### src/hw/rtl/dwc_pkg.sv
// shared types and constants of the depthwise 3x3 convolution block
`default_nettype none

package dwc_pkg;

    // fixed field widths
    localparam int DATA_W         = 16;
    localparam int SAMPLE_BITS    = 16;
    localparam int COEF_FRAC_BITS = 14;
    localparam int MAX_SIZE       = 32;
    localparam int POS_W          = 6;
    localparam int CMD_W          = 2;
    localparam int TAP_W          = 4;
    localparam int COORD_W        = 5;
    localparam int CFG_IDX_W      = 2;
    localparam int CFG_DATA_W     = 6;
    localparam int NTAPS          = 9;
    localparam int NSLOTS         = 4;
    localparam int PROD_W         = 2 * DATA_W;
    localparam int ACC_W          = PROD_W + 4;

    // item commands
    localparam logic [CMD_W-1:0] CMD_TAP   = 2'd0;
    localparam logic [CMD_W-1:0] CMD_BIAS  = 2'd1;
    localparam logic [CMD_W-1:0] CMD_PIXEL = 2'd2;

    // register indexes
    localparam logic [CFG_IDX_W-1:0] REG_FRAME_SIZE = 2'd0;
    localparam logic [CFG_IDX_W-1:0] REG_STRIDE_TWO = 2'd1;

    localparam logic [TAP_W-1:0]  LAST_TAP  = 4'd8;
    localparam logic [POS_W-1:0]  MIN_FRAME = 6'd4;
    localparam logic [POS_W-1:0]  RST_FRAME = 6'd16;

    // one pixel's worth of work for the back end
    typedef struct packed {
        logic [NTAPS-1:0][DATA_W-1:0] window;
        logic [NTAPS-1:0][DATA_W-1:0] taps;
        logic [DATA_W-1:0]            bias;
        logic [POS_W-1:0]             row;
        logic [POS_W-1:0]             col;
        logic [POS_W-1:0]             size;
        logic                         stride;
        logic [NSLOTS-1:0]            mask;
    } job_t;

endpackage

`default_nettype wire

### src/hw/rtl/dwc_queue.sv
// two-entry job queue between front and back end
`default_nettype none

module dwc_queue
    import dwc_pkg::*;
(
    input  wire logic clk,
    input  wire logic rst_n,
    input  wire logic push_valid,
    output logic      push_ready,
    input  wire job_t push_job,
    output logic      pop_valid,
    input  wire logic pop,
    output job_t      pop_job
);

    job_t       entry_reg [2];
    logic       wr_ptr_reg;
    logic       rd_ptr_reg;
    logic [1:0] count_reg;
    logic       do_push;
    logic       do_pop;

    assign push_ready = (count_reg != 2'd2);
    assign pop_valid  = (count_reg != 2'd0);
    assign do_push    = push_valid && push_ready;
    assign do_pop     = pop && pop_valid;
    assign pop_job    = entry_reg[rd_ptr_reg];

    // pointers and fill count
    always_ff @(posedge clk or negedge rst_n)
    begin
        if (!rst_n)
        begin
            wr_ptr_reg <= 1'b0;
            rd_ptr_reg <= 1'b0;
            count_reg  <= 2'd0;
        end
        else
        begin
            if (do_push)
            begin
                wr_ptr_reg <= !wr_ptr_reg;
            end
            if (do_pop)
            begin
                rd_ptr_reg <= !rd_ptr_reg;
            end
            if (do_push && !do_pop)
            begin
                count_reg <= count_reg + 2'd1;
            end
            else if (do_pop && !do_push)
            begin
                count_reg <= count_reg - 2'd1;
            end
        end
    end

    // storage
    always_ff @(posedge clk)
    begin
        if (do_push)
        begin
            entry_reg[wr_ptr_reg] <= push_job;
        end
    end

endmodule

`default_nettype wire

### config.mk
export PLATFORM = sky130hd
export DESIGN_NAME = dwc_queue
export DESIGN_NICKNAME = d
export VERILOG_FILES = /design/src/hw/rtl/dwc_pkg.sv /design/src/hw/rtl/dwc_queue.sv
export SDC_FILE = /design/constraint.sdc
export NUM_CORES = 1
export LEC_CHECK = 0
export ABC_AREA = 1
export BUFFER_PORTS_ARGS = -buffer_cell sky130_fd_sc_hd__buf_4
export CORE_AREA = 10 10 248 250
export CTS_BUF_LIST = sky130_fd_sc_hd__clkbuf_4
export DETAILED_ROUTE_END_ITERATION = 10
export DIE_AREA = 0 0 258 260
export HOLD_SLACK_MARGIN = 0.02
export PLACE_DENSITY = 0.67
export SETUP_SLACK_MARGIN = 0.2
export SLEW_MARGIN = 20
export SYNTH_ARGS = -nofsm -noshare
export SYNTH_HDL_FRONTEND = slang
export SYNTH_SLANG_ARGS = --single-unit
export TNS_END_PERCENT = 10
### constraint.sdc
create_clock -name clk -period 46.1 [get_ports clk]
set_input_delay 4.61 -clock clk [delete_from_list [all_inputs] [get_ports clk]]
set_output_delay 4.61 -clock clk [all_outputs]
set_load 0.005 [all_outputs]
==> impl_metrics.sql, run 1 <==
INSERT INTO impl_metrics (metric_group, metric, value, unit) VALUES
('clocking', 'cts_made_buffers', '164', ''),
('power_and_ir_drop', 'sw_frac_of_total', '33.1', '%'),
('yosys', 'synth-seq-cells', '658', ''),
('floorplan', 'placement_rows', '87', ''),
('floorplan', 'fp.dieArea', '67100', 'µm²'),
('timing', 'finalHoldViolCount', '0', ''),
('yosys', 'synth.largest_area_cell', 'sky130_fd_sc_hd__edfxtp_1', ''),
('clocking', 'cts-hold-fix-buffers', '0', ''),
('worst_setup_path', 'criticalPathCategory', 'flip-flop to output port', ''),
('floorplan', 'fp.coreArea', '56300', 'µm²'),
('yosys', 'synth.area.mux_share', '0', '%'),
('global_routing', 'grt_start_max_net_pins', '162', ''),
('yosys', 'adder_cell_share_of_the_synthesized_area', '0.0517', '%'),
('timing', 'rsz0062_at_grt', 'false', ''),
('final_layout', 'nets', '2836', ''),
('clocking', 'clkSlewWorstSetupHoldPaths', '0.06', 'ns'),
('placed_design', 'placed_cells', '3093', ''),
('drt', 'route.vias.total', '15800', ''),
('final_layout', 'drive_gt1_share', '35.1', '%'),
('power_and_ir_drop', 'power_density', '63.0', 'nW/µm²'),
('clocking', 'htree_levels', '4', ''),
('min_path', 'min-delay-start', 'count_reg[0]', ''),
('power_and_ir_drop', 'total_net_switching_power', '0.660', 'mW'),
('final_layout', 'postLayoutCoreUtil', '56.1', '%'),
('timing', 'holdWs', '0.510', 'ns'),
('clocking', 'postCtsSetupBuffers', '0', ''),
('status', 'status', 'finished, final reports clean', ''),
('timing', 'finalCriticalPeriod', '8.34', 'ns'),
('yosys', 'synth_area_leaders', 'sky130_fd_sc_hd__edfxtp_1 (81%), sky130_fd_sc_hd__nand2_1 (15%), sky130_fd_sc_hd__buf_6 (1.4%)', ''),
('placed_design', 'buffer_ports.inserted', '659', ''),
('drt', 'routedWlPerCell', '20.1', 'µm'),
('worst_setup_path', 'timing.critical_path.from_type', 'flip-flop', ''),
('power_and_ir_drop', 'power_frac_clock', '23.2', '%'),
('min_path', 'holdPathEnd', 'count_reg[0]', ''),
('drt', 'count_of_tritonroute_iterations_in_the_first_routing_pass', '5', ''),
('yosys', 'largest_family_of_logic_cells_by_synthesized_area', 'simple AND/OR/NAND/NOR gates', ''),
('worst_setup_path', 'crit_path_cell_trace', 'buf_4 -> buf_4 -> nand2_1 -> nand2_1 -> buf_4', ''),
('clocking', 'post_cts.resized_instances', '0', ''),
('global_routing', 'grt_util_all_layers', '19.5', '%'),
('placed_design', 'hpwl', '46900', 'µm'),
('final_layout', 'multiInputGateArea', '3790', 'µm²'),
('drt', 'detail_route.iter0.violations', '1003', ''),
('yosys', 'ys_types', '16', ''),
('global_routing', 'grt_overflow_total', '0', ''),
('power_and_ir_drop', 'cellInternalPower', '1.33', 'mW'),
('yosys', 'area_fraction_in_compound_gates_after_synthesis', '0', '%'),
('clocking', 'clock_latency', '0.93', 'ns'),
('power_and_ir_drop', 'peak_supply_drop', '0.0449', 'mV'),
('worst_setup_path', 'rr_endpoint', 'entry_reg[0][70]', ''),
('run', 'cap_violations', '0', ''),
('timing', 'finalWorstSetupSlack', '37.76', 'ns'),
('floorplan', 'initial_utilization', '43.0', '%'),
('timing', 'fmax', '120', 'MHz'),
('worst_setup_path', 'critPathBufInv', '3', ''),
('clocking', 'clockRootBuffer', 'sky130_fd_sc_hd__clkbuf_4', ''),
('drt', 'ant_nets', '0', ''),
('global_routing', 'grt_pass1_vias', '16200', ''),
('worst_setup_path', 'startpoint', 'rd_ptr_reg', ''),
('worst_setup_path', 'r2r-start', 'count_reg[0]', ''),
('placed_design', 'post-place-ws', '38.10', 'ns'),
('power_and_ir_drop', 'leakagePower', '13.5', 'nW'),
('final_layout', 'filler_cell_count', '4575', ''),
('clocking', 'tritoncts', 'built', ''),
('drt', 'drt_drc_violations_left', '0', ''),
('clocking', 'cts_max_path_buffers', '3', ''),
('worst_setup_path', 'crit_top_cell', 'sky130_fd_sc_hd__buf_4', ''),
('placed_design', 'detailed_place.area', '29600', 'µm²'),
('final_layout', 'finish.cell_count_without_fillers', '3370', ''),
('worst_setup_path', 'critical_path_required', '41.49', 'ns'),
('worst_setup_path', 'critical-path-top-delay-family', 'buffers and inverters', ''),
('drt', 'vias_per_cell', '4.70', '');
-- power by group through the flow --
| stage | clock network, mW | logic (mW) | registers, mW |
|---|---|---|---|
| 3_3_place_gp | 0 | 0.684 | 0.860 |
| 4_1_cts | 0.483 | 0.691 | 0.853 |
| 2_1_floorplan | 0 | 0.326 | 0.935 |
| 3_5_place_dp | 0 | 0.688 | 0.865 |
| 6_report | 0.463 | 0.676 | 0.852 |
| 5_1_grt | 0.510 | 0.741 | 0.863 |
-- worst reg2reg max path, cell delays in order (launching register included) --
cell                      delay [ns]
sky130_fd_sc_hd__dfrtp_1        0.39
sky130_fd_sc_hd__inv_1          0.08
sky130_fd_sc_hd__nand2_1        0.14
sky130_fd_sc_hd__nand2_1        0.21
sky130_fd_sc_hd__nor2_4         0.63
sky130_fd_sc_hd__buf_4          0.93
sky130_fd_sc_hd__buf_4          0.85
-- per-layer routing --
| layer | routed length, µm | vias up | GRT usage, % |
|---|---|---|---|
| li1 | - | 7511 | - |
| met1 | 23900 | 7595 | 20.2 |
| met2 | 36000 | 588 | 33.8 |
| met3 | 5910 | 117 | 7.89 |
| met4 | 1940 | 12 | 9.61 |
| met5 | 113 | - | 0 |
-- cells in the mapped netlist (all sizes together) --
cell / count
buf: 73
dfrtp: 4
edfxtp: 654
ha: 1
inv: 7
nand2: 991
nand3: 2
nand4: 1
nor2: 2
xnor2: 1
xor2: 1
-- placed cells by master (no fill, tap or decap), drive strengths merged --
master	instances
nand4	1
edfxtp	654
xor2	1
ha	1
nand2	991
xnor2	1
clkinvlp	3
dfrtp	4
clkbuf	221
inv	12
diode	10
nor2	2
bufinv	4
nand3	2
buf	674
clkinv	33
-- cell families after synthesis --
family | after synthesis
flip-flops | 658
XOR/XNOR | 2
adder cells (fa/ha/maj) | 1
buffers and inverters | 80
AND/OR/NAND/NOR | 996
-- cell type report --
cell class / instances / area share [%]
clock inverters: 45 / 0.943
clock buffers: 221 / 5.25
diodes: 10 / 0.0792
multi-input cells: 999 / 12.0
flip-flops and latches: 658 / 62.5
inverters: 7 / 0.107
repair buffers: 674 / 16.1
well taps: 756 / 2.99
-- worst max path at each step --
stage	end	cells past startpoint
2_1_floorplan	entry_reg[0][0]	2
3_3_place_gp	entry_reg[1][18]	5
3_5_place_dp	entry_reg[1][37]	5
4_1_cts	pop_job[0]	5
5_1_grt	pop_job[179]	5
6_report	pop_job[0]	5
Power figures use the tool's default switching activity.
==> run 2, diff against run 1 <==
--- a/config.mk
+++ b/config.mk
@@ -5,14 +5,14 @@
 export SDC_FILE = /design/constraint.sdc
 export NUM_CORES = 1
 export LEC_CHECK = 0
-export ABC_AREA = 1
+export ABC_AREA = 0
 export BUFFER_PORTS_ARGS = -buffer_cell sky130_fd_sc_hd__buf_4
-export CORE_AREA = 10 10 248 250
+export CORE_AREA = 10 10 246 248
 export CTS_BUF_LIST = sky130_fd_sc_hd__clkbuf_4
 export DETAILED_ROUTE_END_ITERATION = 10
-export DIE_AREA = 0 0 258 260
+export DIE_AREA = 0 0 256 258
 export HOLD_SLACK_MARGIN = 0.02
-export PLACE_DENSITY = 0.67
+export PLACE_DENSITY = 0.7
 export SETUP_SLACK_MARGIN = 0.2
 export SLEW_MARGIN = 20
 export SYNTH_ARGS = -nofsm -noshare
==> constraint.sdc (replaced) <==
create_clock -name clk -period 6.9 [get_ports clk]
set_input_delay 0.69 -clock clk [delete_from_list [all_inputs] [get_ports clk]]
set_output_delay 0.69 -clock clk [all_outputs]
set_load 0.005 [all_outputs]
==> run 2 against run 1 <==
Compared with the run above: via count down 8.3%; sequential power rose to 6.8 times the previous value; count of clock-buffer cells in the layout up 19; highest routed layer unchanged.
==> impl_metrics.sql, run 2 <==
INSERT INTO impl_metrics (metric_group, metric, value, unit) VALUES
('status', 'status', 'finished, final reports clean', ''),
('worst_setup_path', 'startpoint', 'rd_ptr_reg', ''),
('final_layout', 'regArea', '19700', 'µm²'),
('worst_setup_path', 'crit_fanout', '155', ''),
('power_and_ir_drop', 'peak_supply_drop', '0.350', 'mV'),
('clocking', 'clock_latency', '0.95', 'ns'),
('placed_design', 'post-place-ws', '3.98', 'ns'),
('clocking', 'cts_made_buffers', '166', ''),
('clocking', 'tritoncts', 'built', ''),
('final_layout', 'final_common_cell', 'sky130_fd_sc_hd__buf_4', ''),
('power_and_ir_drop', 'p_total', '13.2', 'mW'),
('yosys', 'synth.largest_area_cell', 'sky130_fd_sc_hd__edfxtp_1', ''),
('power_and_ir_drop', 'leakagePower', '13.3', 'nW'),
('yosys', 'largest_family_of_logic_cells_by_synthesized_area', 'multiplexers', ''),
('worst_setup_path', 'r2r-start', 'count_reg[0]', ''),
('final_layout', 'postLayoutCoreUtil', '62.8', '%'),
('min_path', 'min-delay-start', 'push_job[22]', ''),
('timing', 'timing.final.crit_share', '57.4', '%'),
('yosys', 'synth_top_flop_cell', 'sky130_fd_sc_hd__edfxtp_1', ''),
('timing', 'finalHoldViolCount', '0', ''),
('floorplan', 'placement_rows', '87', ''),
('yosys', 'syn-instance-count', '1035', ''),
('yosys', 'synth.most_common_cell', 'sky130_fd_sc_hd__edfxtp_1', ''),
('clocking', 'clkSlewWorstSetupHoldPaths', '0.06', 'ns'),
('timing', 'fin_tns_setup', '0', 'ns'),
('final_layout', 'nets', '2495', ''),
('global_routing', 'grt_util_all_layers', '20.0', '%'),
('yosys', 'avgSynthCellArea', '23.1', 'µm²'),
('final_layout', 'multiInputGateArea', '3780', 'µm²'),
('min_path', 'hold_class', 'input port to flip-flop', ''),
('yosys', 'synth-seq-cells', '658', ''),
('placed_design', 'hpwl', '42900', 'µm'),
('timing', 'setup-violations-final', '0', ''),
('worst_setup_path', 'critPathCaptureType', 'output port', ''),
('floorplan', 'initial_utilization', '42.9', '%'),
('clocking', 'htree_levels', '4', ''),
('floorplan', 'io_pins', '660', ''),
('floorplan', 'fp.coreArea', '55700', 'µm²'),
('yosys', 'synth.top_cell.area_share', '82.1', '%'),
('yosys', 'synth_area_leaders', 'sky130_fd_sc_hd__edfxtp_1 (82%), sky130_fd_sc_hd__mux2_2 (15%), sky130_fd_sc_hd__buf_6 (1.6%)', ''),
('global_routing', 'grt_antenna_before_repair', '9', ''),
('run', 'cap_violations', '0', ''),
('clocking', 'clockRootBuffer', 'sky130_fd_sc_hd__clkbuf_4', ''),
('timing', 'finalClockSkew', '0.0640', 'ns'),
('yosys', 'number_of_enable_type_register_cells_in_the_synthesized_netlist', '654', ''),
('final_layout', 'syn2layout_area_growth', '46.2', '%'),
('floorplan', 'fp.dieH', '258', 'µm'),
('floorplan', 'die_w', '256', 'µm'),
('final_layout', 'filler_cell_count', '3852', ''),
('yosys', 'synth_sequential_area_ratio', '82.5', '%'),
('worst_setup_path', 'timing.critical_path.from_type', 'flip-flop', ''),
('timing', 'worst_slew_pin_slew', '1.11', 'ns'),
('yosys', 'netlist_top_cells_count', 'sky130_fd_sc_hd__edfxtp_1 (654), sky130_fd_sc_hd__mux2_2 (327), sky130_fd_sc_hd__buf_6 (33)', ''),
('worst_setup_path', 'cp.arrival', '3.27', 'ns'),
('final_layout', 'drive_gt1_share', '54.9', '%'),
('yosys', 'synth-xor-area-share', '0.183', '%'),
('clocking', 'clock_sink_count', '658', ''),
('timing', 'rsz0062_at_grt', 'false', ''),
('placed_design', 'placed_cells', '2420', ''),
('global_routing', 'grt_pass1_vias', '16500', ''),
('clocking', 'postCtsSetupBuffers', '0', ''),
('final_layout', 'commonest_non_fill_non_tap_cells_in_the_layout', 'sky130_fd_sc_hd__buf_4 (659), sky130_fd_sc_hd__edfxtp_1 (654), sky130_fd_sc_hd__dlygate4sd3_1 (331)', ''),
('yosys', 'area_fraction_in_compound_gates_after_synthesis', '0', '%'),
('yosys', 'synth_simple_gate_area_share', '0.141', '%'),
('floorplan', 'fp.dieArea', '66000', 'µm²'),
('power_and_ir_drop', 'power_density', '379', 'nW/µm²'),
('yosys', 'synth-warning-count', '0', ''),
('drt', 'route.vias.total', '14500', ''),
('timing', 'finalWorstSetupSlack', '2.94', 'ns'),
('yosys', 'synthesis.nets', '1367', ''),
('drt', 'routed_wl', '67600', 'µm'),
('final_layout', 'finish.cell_count_without_fillers', '3045', ''),
('timing', 'final_max_slew_viol_count', '0', ''),
('placed_design', 'buffer_ports.inserted', '659', ''),
('yosys', 'synth.area.mux_share', '15.4', '%'),
('drt', 'routedWlPerCell', '22.2', 'µm'),
('clocking', 'cts-hold-fix-buffers', '331', ''),
('drt', 'ant_nets', '0', ''),
('yosys', 'adder_cell_share_of_the_synthesized_area', '0.0523', '%'),
('drt', 'count_of_tritonroute_iterations_in_the_first_routing_pass', '5', ''),
('timing', 'timing.slew.headroom', '25.7', '%'),
('yosys', 'synth.cell_area', '23900', 'µm²'),
('timing', 'finalCriticalPeriod', '3.96', 'ns'),
('worst_setup_path', 'critical_path_required', '6.21', 'ns'),
('yosys', 'ys_types', '15', ''),
('timing', 'fmax', '253', 'MHz'),
('global_routing', 'grt_overflow_total', '0', ''),
('final_layout', 'largest_register_ffs', '654', ''),
('worst_setup_path', 'criticalPathCategory', 'flip-flop to output port', ''),
('placed_design', 'gp_congestion', '0.867', ''),
('drt', 'vias_per_cell', '4.76', ''),
('drt', 'drt_drc_violations_left', '0', ''),
('yosys', 'asyncSetResetFlopFracSynth', '0.608', '%'),
('clocking', 'cts_max_path_buffers', '3', ''),
('clocking', 'post_cts.resized_instances', '0', ''),
('global_routing', 'grt_start_max_net_pins', '173', ''),
('global_routing', 'grt_first_pass_wirelength', '100000', 'µm'),
('drt', 'detail_route.iter0.violations', '985', '');
[run 2: changes by cell type after synthesis, sizes merged]
cell and change:
or2 +1, nand2b +1, xnor2 +2, mux2 +327
nand4 -1, nand2 -989, inv -6, and3 +1
nand3 -2, buf -37, xor2 +1
[run 2: stage by stage]
step           hold slack (ns)  instance area (µm²)
4_1_cts                  0.306                35000
2_1_floorplan            0.394                23900
6_report                 0.469                35000
3_5_place_dp             0.482                29500
3_3_place_gp             0.474                29500
5_1_grt                  0.348                35000
[run 2: kinds of logic (layout without fill, tap and decap cells)]
family | count (synthesis) | in the layout
DFF | 658 | 658
muxes | 327 | 327
buffers and inverters | 37 | 1283
and+or+nand+nor | 7 | 7
xor gates and xnor gates | 5 | 5
adders and majority gates | 1 | 1
other | 0 | 8
[run 2: path summary, 6_finish.rpt]
kind	slack (ns)	cells past startpoint	to
setup / recovery	2.94	3	pop_job[287]
hold / removal	0.47	2	entry_reg[1][22]
setup reg to reg	4.47	3	entry_reg[1][203]
hold reg to reg	0.49	1	count_reg[1]
max in group asynchronous	6.01	3	rd_ptr_reg
min in group asynchronous	0.69	3	count_reg[1]
[run 2: final cells by class]
class	instances	area share, %
multi-input cells	340	10.8
clock buffers	240	5.15
flip-flops and latches	658	56.4
well taps	756	2.70
repair buffers	996	24.0
diodes	8	0.0572
clock inverters	46	0.869
inverters	1	0.0107
[run 2: worst max-delay path, cell delays in order, from the launching register on]
cell	delay [ns]
sky130_fd_sc_hd__dfrtp_4	0.87
sky130_fd_sc_hd__buf_12	0.54
sky130_fd_sc_hd__mux2_2	0.43
sky130_fd_sc_hd__buf_4	0.14
[run 2: layer usage]
layer | wire, µm | share of wire, % | vias up | GRT usage [%]
met5 | 14 | 0.021 | - | 0
met3 | 5980 | 8.8 | 117 | 8.37
met1 | 23700 | 35 | 7204 | 20.8
met4 | 1860 | 2.7 | 4 | 8.18
li1 | - | - | 6508 | -
met2 | 36100 | 53 | 676 | 35.4
[run 2: power by group]
group / switching (mW) / internal (mW)
Clock: 1.54 / 1.74
Sequential: 0.281 / 5.48
Combinational: 1.98 / 2.22
