## src/hw/rtl/dwc_pkg.sv

```systemverilog
// shared types and constants of the depthwise 3x3 convolution block
`default_nettype none

package dwc_pkg;

    // fixed field widths
    localparam int DATA_W         = 16;
    localparam int SAMPLE_BITS    = 16;
    localparam int COEF_FRAC_BITS = 14;
    localparam int MAX_SIZE       = 32;
    localparam int POS_W          = 6;
    localparam int CMD_W          = 2;
    localparam int TAP_W          = 4;
    localparam int COORD_W        = 5;
    localparam int CFG_IDX_W      = 2;
    localparam int CFG_DATA_W     = 6;
    localparam int NTAPS          = 9;
    localparam int NSLOTS         = 4;
    localparam int PROD_W         = 2 * DATA_W;
    localparam int ACC_W          = PROD_W + 4;

    // item commands
    localparam logic [CMD_W-1:0] CMD_TAP   = 2'd0;
    localparam logic [CMD_W-1:0] CMD_BIAS  = 2'd1;
    localparam logic [CMD_W-1:0] CMD_PIXEL = 2'd2;

    // register indexes
    localparam logic [CFG_IDX_W-1:0] REG_FRAME_SIZE = 2'd0;
    localparam logic [CFG_IDX_W-1:0] REG_STRIDE_TWO = 2'd1;

    localparam logic [TAP_W-1:0]  LAST_TAP  = 4'd8;
    localparam logic [POS_W-1:0]  MIN_FRAME = 6'd4;
    localparam logic [POS_W-1:0]  RST_FRAME = 6'd16;

    // one pixel's worth of work for the back end
    typedef struct packed {
        logic [NTAPS-1:0][DATA_W-1:0] window;
        logic [NTAPS-1:0][DATA_W-1:0] taps;
        logic [DATA_W-1:0]            bias;
        logic [POS_W-1:0]             row;
        logic [POS_W-1:0]             col;
        logic [POS_W-1:0]             size;
        logic                         stride;
        logic [NSLOTS-1:0]            mask;
    } job_t;

endpackage

`default_nettype wire

```

## src/hw/rtl/dwc_front.sv

```systemverilog
// front end: item intake, line store, window, tap and bias registers, job build
`default_nettype none

module dwc_front
    import dwc_pkg::*;
(
    input  wire logic                    clk,
    input  wire logic                    rst_n,
    input  wire logic                    cfg_write,
    input  wire logic [CFG_IDX_W-1:0]    cfg_index,
    input  wire logic [CFG_DATA_W-1:0]   cfg_data,
    input  wire logic                    in_valid,
    output logic                         in_ready,
    input  wire logic [CMD_W-1:0]        command,
    input  wire logic [TAP_W-1:0]        tap_index,
    input  wire logic [DATA_W-1:0]       coefficient,
    input  wire logic [DATA_W-1:0]       bias_value,
    input  wire logic [DATA_W-1:0]       pixel,
    output logic                         job_valid,
    input  wire logic                    job_ready,
    output job_t                         job
);

    localparam int ADDR_W = (MAX_SIZE > 1) ? $clog2(MAX_SIZE) : 1;

    logic [POS_W-1:0]  frame_size_reg;
    logic              stride_reg;
    logic [POS_W-1:0]  row_reg, row_next;
    logic [POS_W-1:0]  col_reg, col_next;

    logic              s1_valid_reg;
    logic [CMD_W-1:0]  s1_cmd_reg;
    logic [TAP_W-1:0]  s1_tap_reg;
    logic [DATA_W-1:0] s1_coef_reg;
    logic [DATA_W-1:0] s1_bias_reg;
    logic [DATA_W-1:0] s1_pixel_reg;
    logic [POS_W-1:0]  s1_row_reg;
    logic [POS_W-1:0]  s1_col_reg;

    logic [2*DATA_W-1:0] line_mem [MAX_SIZE];
    logic [2*DATA_W-1:0] rd_data_reg;

    logic [NTAPS-1:0][DATA_W-1:0] window_reg, window_next;
    logic [NTAPS-1:0][DATA_W-1:0] taps_reg;
    logic [DATA_W-1:0]            bias_reg;

    logic              in_acc;
    logic              s1_push;
    logic              s1_done;
    logic              s1_pix;
    logic [POS_W-1:0]  cfg_size;
    logic [NSLOTS-1:0] mask;
    logic              rv0, rv1, cv0, cv1;

    // intake handshake
    assign s1_pix   = s1_valid_reg && (s1_cmd_reg == CMD_PIXEL);
    assign s1_push  = s1_pix && (mask != '0);
    assign in_ready = !s1_valid_reg || !s1_push || job_ready;
    assign in_acc   = in_valid && in_ready;
    assign s1_done  = s1_valid_reg && (!s1_push || job_ready);

    // frame size clamp
    always_comb
    begin
        cfg_size = cfg_data;
        if (cfg_data < MIN_FRAME)
        begin
            cfg_size = MIN_FRAME;
        end
        else if (int'(cfg_data) > MAX_SIZE)
        begin
            cfg_size = POS_W'(MAX_SIZE);
        end
    end

    // raster position of the next pixel
    always_comb
    begin
        row_next = row_reg;
        col_next = col_reg;
        if (col_reg == frame_size_reg - 1'b1)
        begin
            col_next = '0;
            row_next = (row_reg == frame_size_reg - 1'b1) ? '0 : row_reg + 1'b1;
        end
        else
        begin
            col_next = col_reg + 1'b1;
        end
    end

    // configuration and position
    always_ff @(posedge clk or negedge rst_n)
    begin
        if (!rst_n)
        begin
            frame_size_reg <= RST_FRAME;
            stride_reg     <= 1'b0;
            row_reg        <= '0;
            col_reg        <= '0;
        end
        else if (cfg_write && (cfg_index == REG_FRAME_SIZE || cfg_index == REG_STRIDE_TWO))
        begin
            if (cfg_index == REG_FRAME_SIZE)
            begin
                frame_size_reg <= cfg_size;
            end
            else
            begin
                stride_reg <= cfg_data[0];
            end
            row_reg <= '0;
            col_reg <= '0;
        end
        else if (in_acc && command == CMD_PIXEL)
        begin
            row_reg <= row_next;
            col_reg <= col_next;
        end
    end

    // second stage valid
    always_ff @(posedge clk or negedge rst_n)
    begin
        if (!rst_n)
        begin
            s1_valid_reg <= 1'b0;
        end
        else if (in_acc)
        begin
            s1_valid_reg <= 1'b1;
        end
        else if (s1_done)
        begin
            s1_valid_reg <= 1'b0;
        end
    end

    // second stage payload
    always_ff @(posedge clk)
    begin
        if (in_acc)
        begin
            s1_cmd_reg   <= command;
            s1_tap_reg   <= tap_index;
            s1_coef_reg  <= coefficient;
            s1_bias_reg  <= bias_value;
            s1_pixel_reg <= pixel;
            s1_row_reg   <= row_reg;
            s1_col_reg   <= col_reg;
        end
    end

    // line store: one entry per column holds the two previous rows
    always_ff @(posedge clk)
    begin
        if (in_acc)
        begin
            rd_data_reg <= line_mem[ADDR_W'(col_reg)];
        end
        if (s1_done && s1_pix)
        begin
            line_mem[ADDR_W'(s1_col_reg)] <= {rd_data_reg[DATA_W-1:0], s1_pixel_reg};
        end
    end

    // window shift
    always_comb
    begin
        window_next = window_reg;
        for (int i = 0; i < 3; i++)
        begin
            window_next[i*3]     = window_reg[i*3+1];
            window_next[i*3+1]   = window_reg[i*3+2];
        end
        window_next[2] = rd_data_reg[2*DATA_W-1:DATA_W];
        window_next[5] = rd_data_reg[DATA_W-1:0];
        window_next[8] = s1_pixel_reg;
    end

    // window, taps and bias
    always_ff @(posedge clk or negedge rst_n)
    begin
        if (!rst_n)
        begin
            window_reg <= '0;
            taps_reg   <= '0;
            bias_reg   <= '0;
        end
        else if (s1_done)
        begin
            if (s1_pix)
            begin
                window_reg <= window_next;
            end
            else if (s1_cmd_reg == CMD_TAP && s1_tap_reg <= LAST_TAP)
            begin
                taps_reg[s1_tap_reg] <= s1_coef_reg;
            end
            else if (s1_cmd_reg == CMD_BIAS)
            begin
                bias_reg <= s1_bias_reg;
            end
        end
    end

    // which of the up to four outputs are due
    always_comb
    begin
        rv0 = (s1_row_reg != '0);
        rv1 = (s1_row_reg == frame_size_reg - 1'b1);
        cv0 = (s1_col_reg != '0);
        cv1 = (s1_col_reg == frame_size_reg - 1'b1);
        mask[0] = rv0 && cv0 && (!stride_reg || (s1_row_reg[0] && s1_col_reg[0]));
        mask[1] = rv0 && cv1 && (!stride_reg || (s1_row_reg[0] && !s1_col_reg[0]));
        mask[2] = rv1 && cv0 && (!stride_reg || (!s1_row_reg[0] && s1_col_reg[0]));
        mask[3] = rv1 && cv1 && (!stride_reg || (!s1_row_reg[0] && !s1_col_reg[0]));
    end

    // job to the queue
    assign job_valid  = s1_push;
    assign job.window = window_next;
    assign job.taps   = taps_reg;
    assign job.bias   = bias_reg;
    assign job.row    = s1_row_reg;
    assign job.col    = s1_col_reg;
    assign job.size   = frame_size_reg;
    assign job.stride = stride_reg;
    assign job.mask   = mask;

endmodule

`default_nettype wire

```

## config.mk

```make
export PLATFORM = sky130hd
export DESIGN_NAME = dwc_front
export DESIGN_NICKNAME = d
export VERILOG_FILES = /design/src/hw/rtl/dwc_pkg.sv /design/src/hw/rtl/dwc_front.sv
export SDC_FILE = /design/constraint.sdc
export NUM_CORES = 1
export LEC_CHECK = 0
export BUFFER_PORTS_ARGS = -buffer_cell sky130_fd_sc_hd__buf_2
export CORE_ASPECT_RATIO = 0.75
export CORE_MARGIN = 3
export CORE_UTILIZATION = 60
export DETAILED_ROUTE_END_ITERATION = 7
export HOLD_SLACK_MARGIN = 0.02
export PLACE_DENSITY = 0.78
export SYNTH_ARGS = -nofsm -noshare
export SYNTH_HDL_FRONTEND = slang
export SYNTH_SLANG_ARGS = --single-unit
```

## constraint.sdc

```tcl
create_clock -name clk -period 6.6 [get_ports clk]
set_clock_uncertainty 0.2 [all_clocks]
set_input_delay 0.66 -clock clk [delete_from_list [all_inputs] [get_ports clk]]
set_output_delay 0.66 -clock clk [all_outputs]
set_load 0.05 [all_outputs]
```

==> results.toml, run 1 <==
[floorplan]
initial_core_util_pct = 60.9
die_h_um = 265
core_um2 = 88200
die_area_um2 = 93200
io_pins = 396
die_x_um = 352
rows = 94

[logic_synthesis]
ys_types = 67
synth_nets = 2438
synth-compound-area-share_pct = 0.694
netlist_area_um2 = 53700
yosys.area_share.simple_pct = 1.80
postSynthAreaPerCell_um2 = 22.7
ys_top_cells_by_area = "edfxtp_1 63%, mux4_2 13%, dfrtp_1 13%, mux2_2 4.0%, mux2_4 2.5%"
ys_ff_latch = 1398
ys.flop_type = "edfxtp_1"
synth_top_area_cell = "edfxtp_1"
seq_area_frac_synth_pct = 75.6
synth_fa_ha_area_share_pct = 0.0699
synth_cells = 2368
synth_top_family_by_area = "multiplexers"
synth.area.mux_share_pct = 20.1
synth_edf_count = 1122
synth_warnings = 0
synth_xor_area_share_pct = 0.666
synth_top_area_share_pct = 62.7
synthArstFlopShare_pct = 19.7

[power]
peakVddDrop_mv = 0.332
power.leakage_nw = 22.0
power_mw = 21.6
pwr_density_cell_nw_per_um2 = 350

[place]
dp.cells = 3839
gp_congestion = 0.835
io_buffer_count = 395
hpwl_mm = 74.4
pre_cts_ws_ps = 1270

[critical_path]
cpLargestDelayFamily = "simple AND/OR/NAND/NOR gates"
worst_path_most_repeated_cell = "a31oi_1"
max_stage_delay_ps = 1140
critPathSlowestCell = "and4b_2"
path_cells = "nor2_1 -> and3b_1 -> a21oi_1 -> a31oi_1 -> a31oi_1 -> nor2_4 -> and4b_2"
path_class = "reg2reg"
critPathBufInv = 0
critPathLaunchType = "register"
worstPathArrival_ps = 5550
crit_path_end_kind = "register"
worstPathMaxFanout = 44
required_ps = 6720

[clocking]
h-tree-depth = 3
cts_sinks = 1398
root_buffer = "clkbuf_16"
post_cts_buffers = 0
cts_inserted_buffers = 120
clockBufferDepth = 3
tritoncts = "built"
clock_latency_ps = 710
clkTransAtPathRegs_ps = 70

[timing]
max_freq_mhz = 184
relSlewSlack_pct = 13.2
grt_setup_unrepaired = "false"
slew_viol_final = 0
setup_viol = 0
finalCriticalPeriod_ps = 5430
worst_slack_ps = 1170
tns_ps = 0
hold_viol = 0
hold_slack_ps = 66.6
min_period_over_period_pct = 82.3
worst_pin_slew_ps = 1300

[drt]
wl_per_cell_um = 31.4
vias = 26700
ant_nets = 0
dr.pass1.iters = 8
drt_wl_total_mm = 130
viasPerCell = 6.47
drt-initial-drc-count = 3178
drcViolationCount = 0

[finish]
fin_cells = 4126
seq_area_um2 = 40600
final_nets = 2939
syn_to_final_growth_pct = 15.1
layout-drive-gt1-share_pct = 43.2
fillers = 5073
multi_input_area_um2 = 12600
mostFrequentLayoutCells = "1122 x edfxtp_1, 394 x buf_2, 320 x mux4_2"
largest_reg_flops = 1024
final_common_cell = "edfxtp_1"

[worst_hold_path]
holdCritPathClass = "in2reg"

[outcome]
status = "finished clean"

[global_route]
grt_max_degree = 121
grt_pass1_vias = 27300
gr-total-overflow = 0
grt_pass1_wl_mm = 192
antenna_found_initial = 3
grt_use_total_pct = 28.4

[run]
cap_violations = 0
==> layout make-up <==
| type | count | share of cell area [%] |
|---|---|---|
| well taps | 1152 | 2.33 |
| clock inverters | 72 | 1.33 |
| clock buffers | 154 | 5.31 |
| flip-flops and latches | 1398 | 65.7 |
| diodes | 1 | 0.00405 |
| repair buffers | 504 | 4.90 |
| inverters | 6 | 0.0405 |
| multi-input cells | 839 | 20.4 |
==> report_power, final <==
group,total [mW],internal [mW],switching (mW)
Combinational,3.85,1.26,2.59
Sequential,10.5,10.1,0.407
Clock,7.31,4.15,3.16
Total,21.6,15.5,6.17
==> Yosys cell counts (all sizes together) (10+ instances only) <==
library cell / instances
and3: 13
and4b: 16
buf: 52
clkbuf: 73
dfrtp: 275
edfxtp: 1122
mux2: 289
mux4: 320
nand2: 21
nand3: 13
nand3b: 10
nor2: 17
o21ai: 13
xor2: 12
==> worst register-to-register path, delay by kind of cell (launching register included) <==
family,cells,cell delay [ps]
DFF,1,860
and+or+nand+nor,4,3250
AOI/OAI and AO/OA,3,700
==> metrics by stage <==
stage                     util [%]  instance area [µm²]
after floorplan                  -                53700
after global placement        64.8                57100
after detailed placement      64.8                57100
after CTS                     70.1                61800
after global routing          70.1                61800
final                         70.1                61800
==> routing by layer <==
layer | share of wire (%) | vias up | track usage (%)
met5 | 0 | - | 0
met4 | 3.1 | 0 | 8.43
met3 | 8.0 | 232 | 4.42
met2 | 50 | 1523 | 45.5
met1 | 39 | 14200 | 41.6
li1 | - | 10800 | -
==> path summary, 6_finish.rpt <==
check	start	end	slack [ps]	cells after the start
worst max-delay path	s1_col_reg[0]	line_mem[29][1]	1170	7
worst min register to register	s1_bias_reg[12]	bias_reg[12]	280	1
worst min-delay path	cfg_data[3]	frame_size_reg[3]	70	3
max in group asynchronous	rst_n	col_reg[4]	4340	3
worst max register to register	s1_col_reg[0]	line_mem[29][1]	1170	7
min in group asynchronous	rst_n	job[76]	390	2
==> kinds of logic after synthesis <==
| kind of cell | after synthesis |
|---|---|
| xor gates and xnor gates | 28 |
| and+or+nand+nor | 149 |
| buffers and inverters | 131 |
| AOI/OAI and AO/OA | 49 |
| DFF | 1398 |
| adders and majority gates | 3 |
| muxes | 610 |
==> repair_timing <==
item,4_1_cts,5_1_grt
setup endpoints to repair,0,0
resized for setup,0,0
hold endpoints to repair,143,0
hold buffers,60,0
Power figures use the tool's default switching activity.
==> run 2: changes to the inputs <==
clock period = 5.5 ns   (was 6.6 ns; I/O delays follow)
==> run 2 against run 1 <==
Net effect: first-iteration DRC count rose by 3.5%; die area is the same; clock power increased by 22%; via count up 1.4%; register-to-register slack lost 170 ps; power grew 21%; combinational power up 22%; global-route usage increased by 0.36 points; sequential share of layout area fell by 0.74 points; core utilization grew 0.79 points; wire length increased by 1.0%.
==> results.toml, run 2 (synthesis results as in run 1) <==
[floorplan]
die_x_um = 352
rows = 94
core_um2 = 88200
die_area_um2 = 93200
die_h_um = 265
io_pins = 396
initial_core_util_pct = 60.9

[critical_path]
critPathLaunchType = "register"
worstPathMaxFanout = 14
worstReg2RegStart = "frame_size_reg[0]"
required_ps = 4750
crit_path_end_kind = "output port"
crit_path_end = "in_ready"
crit_start = "frame_size_reg[0]"
worstPathArrival_ps = 4190
reg2reg_slack_ps = 1000
path_class = "reg2out"
worstRegToRegCells = 10
rr_endpoint = "line_mem[14][8]"

[timing]
relSlewSlack_pct = 24.6
grt_setup_unrepaired = "false"
hold_viol = 0
slew_viol_final = 0
tns_ps = 0
max_freq_mhz = 203
min_period_over_period_pct = 89.7
finalCriticalPeriod_ps = 4940
setup_viol = 0
worst_pin_slew_ps = 1130

[finish]
fin_area_um2 = 62500
final_util_pct = 70.9
final_common_cell = "edfxtp_1"
largest_reg_flops = 1024
mostFrequentLayoutCells = "1122 x edfxtp_1, 394 x buf_2, 320 x mux4_2"
antennaDiodeCount = 0
syn_to_final_growth_pct = 16.4
fillers = 4988
final_nets = 3020
fin_cells = 4209
layout-drive-gt1-share_pct = 44.7

[place]
dp.cells = 3905
io_buffer_count = 395
hpwl_mm = 79.2
dpl-instance-area_um2 = 57700
gp_congestion = 0.895

[drt]
drcViolationCount = 0
wl_per_cell_um = 31.1
drt_wl_total_mm = 131
ant_nets = 0
viasPerCell = 6.43
drt-initial-drc-count = 3290
dr.pass1.iters = 7
vias = 27100

[run]
cap_violations = 0

[clocking]
clockBufferDepth = 3
h-tree-depth = 4
tritoncts = "built"
cts_sinks = 1398
cts_inserted_buffers = 130
post_cts_buffers = 0
clock_latency_ps = 740
root_buffer = "clkbuf_16"
clkTransAtPathRegs_ps = 60

[worst_hold_path]
holdCritPathClass = "in2reg"

[outcome]
status = "finished clean"

[power]
power.leakage_nw = 22.4
peakVddDrop_mv = 0.408
power_mw = 26.1
pwr_density_cell_nw_per_um2 = 418

[global_route]
antenna_found_initial = 3
grt_pass1_vias = 28100
gr-total-overflow = 0
grt_max_degree = 110
grt_use_total_pct = 28.8
grt_pass1_wl_mm = 194
-- run 2: worst max-delay path: stages (launching register included) --
cell and delay [ps]:
dfrtp_1 500, inv_1 140, ha_1 320, xor3_1 460
nor3_1 260, nand3_1 150, or3b_2 540, a311oi_4 630
inv_2 170, buf_2 280
-- run 2: per-layer routing --
layer,up-vias,global-route usage (%),wire (µm)
li1,11000,-,-
met1,14300,40.4,50300
met3,226,5.09,10900
met4,2,9.43,3840
met5,-,0,13
met2,1544,47.0,66000
-- run 2: final cells by class --
class                   instances  area [µm²]  share of cell area, %
flip-flops and latches       1398       40600                   64.9
multi-input cells             839       12600                   20.2
repair buffers                575        3640                   5.82
clock buffers                 155        3490                   5.59
well taps                    1152        1440                   2.30
clock inverters                84         721                   1.15
inverters                       6        25.0                 0.0400
-- run 2: metrics by stage --
step	setup WS, ps	hold WS (ps)
global placement	1070	258
finish	564	109
global route	319	99.6
detailed placement	1030	265
CTS	561	47.7
floorplan	735	54.4
-- run 2: how the worst min path moves through the flow --
stage               startpoint           end  slack [ps]  cells past startpoint
2_1_floorplan            rst_n   bias_reg[0]          50                      0
3_3_place_gp   s1_bias_reg[13]  bias_reg[13]         260                      1
3_5_place_dp    s1_bias_reg[5]   bias_reg[5]         270                      1
4_1_cts              job_ready  s1_valid_reg          50                      4
5_1_grt              job_ready  s1_valid_reg         100                      4
6_report          cfg_index[1]    col_reg[1]         110                      3
-- run 2: power by group --
part           leakage (nW)  internal, mW  switching (mW)
registers              13.7          12.1           0.457
logic                  6.71          1.53            3.16
clock network          2.07          4.96            3.96
-- run 2: repair_timing --
action	in CTS	in global routing
hold buffers	65	0
hold endpoints to repair	153	0
gates resized for setup	0	0
==> run 3: changes to the inputs <==
CORE_UTILIZATION = 41   (was 60)
PLACE_DENSITY = 0.57   (was 0.78)
==> run 3 against run 2 <==
Net effect: setup slack improved by 13 ps; power increased by 2.6%; first-iteration DRC count decreased by 19%; largest cell class unchanged; core utilization decreased by 22 points; via count decreased by 3.0%; highest routed layer is now met4.
==> results.toml, run 3 (synthesis results as in run 1) <==
[outcome]
status = "finished clean"

[critical_path]
worstRegToRegCells = 10
rr_endpoint = "rd_data_reg[22]"
critPathLaunchType = "register"
worstPathArrival_ps = 4170
required_ps = 4750
path_class = "reg2out"
worstPathMaxFanout = 14
worstReg2RegStart = "frame_size_reg[0]"
reg2reg_slack_ps = 930
crit_path_end_kind = "output port"

[global_route]
grt_pass1_vias = 27300
antenna_found_initial = 3
gr-total-overflow = 0
grt_pass1_wl_mm = 196
grt_use_total_pct = 19.9
grt_max_degree = 137

[timing]
max_freq_mhz = 203
min_period_over_period_pct = 89.5
finalCriticalPeriod_ps = 4920
relSlewSlack_pct = 18.0
setup_viol = 0
slew_viol_final = 0
hold_viol = 0
tns_ps = 0
grt_setup_unrepaired = "false"
worst_pin_slew_ps = 1230

[place]
gp_congestion = 0.854
io_buffer_count = 395
hpwl_mm = 81.1

[worst_hold_path]
whs_path_depth = 4
hp-start = "job_ready"
holdCritPathClass = "in2reg"
whs_endpoint = "col_reg[1]"

[finish]
syn_to_final_growth_pct = 18.6
final_common_cell = "edfxtp_1"
largest_reg_flops = 1024
final_nets = 3010
mostFrequentLayoutCells = "1122 x edfxtp_1, 394 x buf_2, 320 x mux4_2"
fillers = 10500
final_util_pct = 49.2
layout-drive-gt1-share_pct = 44.2

[drt]
drt-initial-drc-count = 2672
drcViolationCount = 0
viasPerCell = 5.48
wl_per_cell_um = 27.9
vias = 26300
drt_wl_total_mm = 134
dr.pass1.iters = 5
ant_nets = 0

[power]
power.leakage_nw = 22.6
peakVddDrop_mv = 0.335
pwr_density_cell_nw_per_um2 = 421

[clocking]
cts_sinks = 1398
clkTransAtPathRegs_ps = 60
clockBufferDepth = 3
clock_latency_ps = 750
h-tree-depth = 4
root_buffer = "clkbuf_16"
tritoncts = "built"
post_cts_buffers = 0
cts_inserted_buffers = 140

[floorplan]
io_pins = 396
core_um2 = 130000
die_h_um = 319
die_area_um2 = 135000
die_x_um = 424
initial_core_util_pct = 41.5
rows = 114

[run]
cap_violations = 0
[run 3: repair_timing]
item,in CTS,in global routing
hold buffers,66,0
hold endpoints to repair,171,0
gates resized for setup,0,0
[run 3: worst max-delay path, stage by stage, from the launching register on]
cell	delay, ps
dfrtp_1	510
inv_1	130
ha_1	320
xor3_1	480
nor3_1	290
nand4_1	150
or4_4	470
a311oi_4	640
inv_2	170
buf_2	270
[run 3: worst max path at each step]
stage / from / to / slack, ps / cells after the start
3_3_place_gp: frame_size_reg[2] / line_mem[8][15] / 1070 / 7
2_1_floorplan: s1_col_reg[3] / rd_data_reg[0] / 730 / 8
3_5_place_dp: frame_size_reg[2] / line_mem[8][14] / 990 / 7
6_report: frame_size_reg[0] / in_ready / 580 / 9
4_1_cts: frame_size_reg[0] / in_ready / 570 / 9
5_1_grt: frame_size_reg[0] / in_ready / 370 / 9
[run 3: layer usage]
| layer | part of all wire, % | vias up | track usage [%] |
|---|---|---|---|
| met4 | 2.0 | 0 | 5.42 |
| met1 | 44 | 14200 | 29.1 |
| li1 | - | 11000 | - |
| met3 | 6.0 | 165 | 3.06 |
| met5 | 0 | - | 0 |
| met2 | 48 | 967 | 31.3 |
[run 3: stage by stage]
stage	hold slack, ps	total power, mW	instance area (µm²)	worst slack [ps]	std cells
final	103	26.8	63700	577	4794
after detailed placement	267	17.5	58400	994	4472
after global routing	103	27.8	63700	367	4794
after floorplan	54.4	16.0	53700	735	2368
after CTS	28.3	27.2	63700	572	4793
after global placement	259	17.4	58400	1070	4472
[run 3: where the power goes]
| part | leakage (nW) | internal (mW) | switching (mW) | total (mW) |
|---|---|---|---|---|
| clock | 2.28 | 5.69 | 3.93 | 9.61 |
| combinational | 6.64 | 1.54 | 3.14 | 4.68 |
| sequential | 13.7 | 12.1 | 0.460 | 12.5 |
[run 3: final cells by class]
cell class,instances,area [µm²],share of cell area [%]
Timing Repair Buffer,555,3600,5.66
Clock buffer,197,4080,6.40
Tap cell,1740,2180,3.42
Sequential cell,1398,40600,63.8
Antenna cell,1,2.50,0.00393
Multi-Input combinational cell,839,12600,19.8
Inverter,6,25.0,0.0393
Clock inverter,58,586,0.919
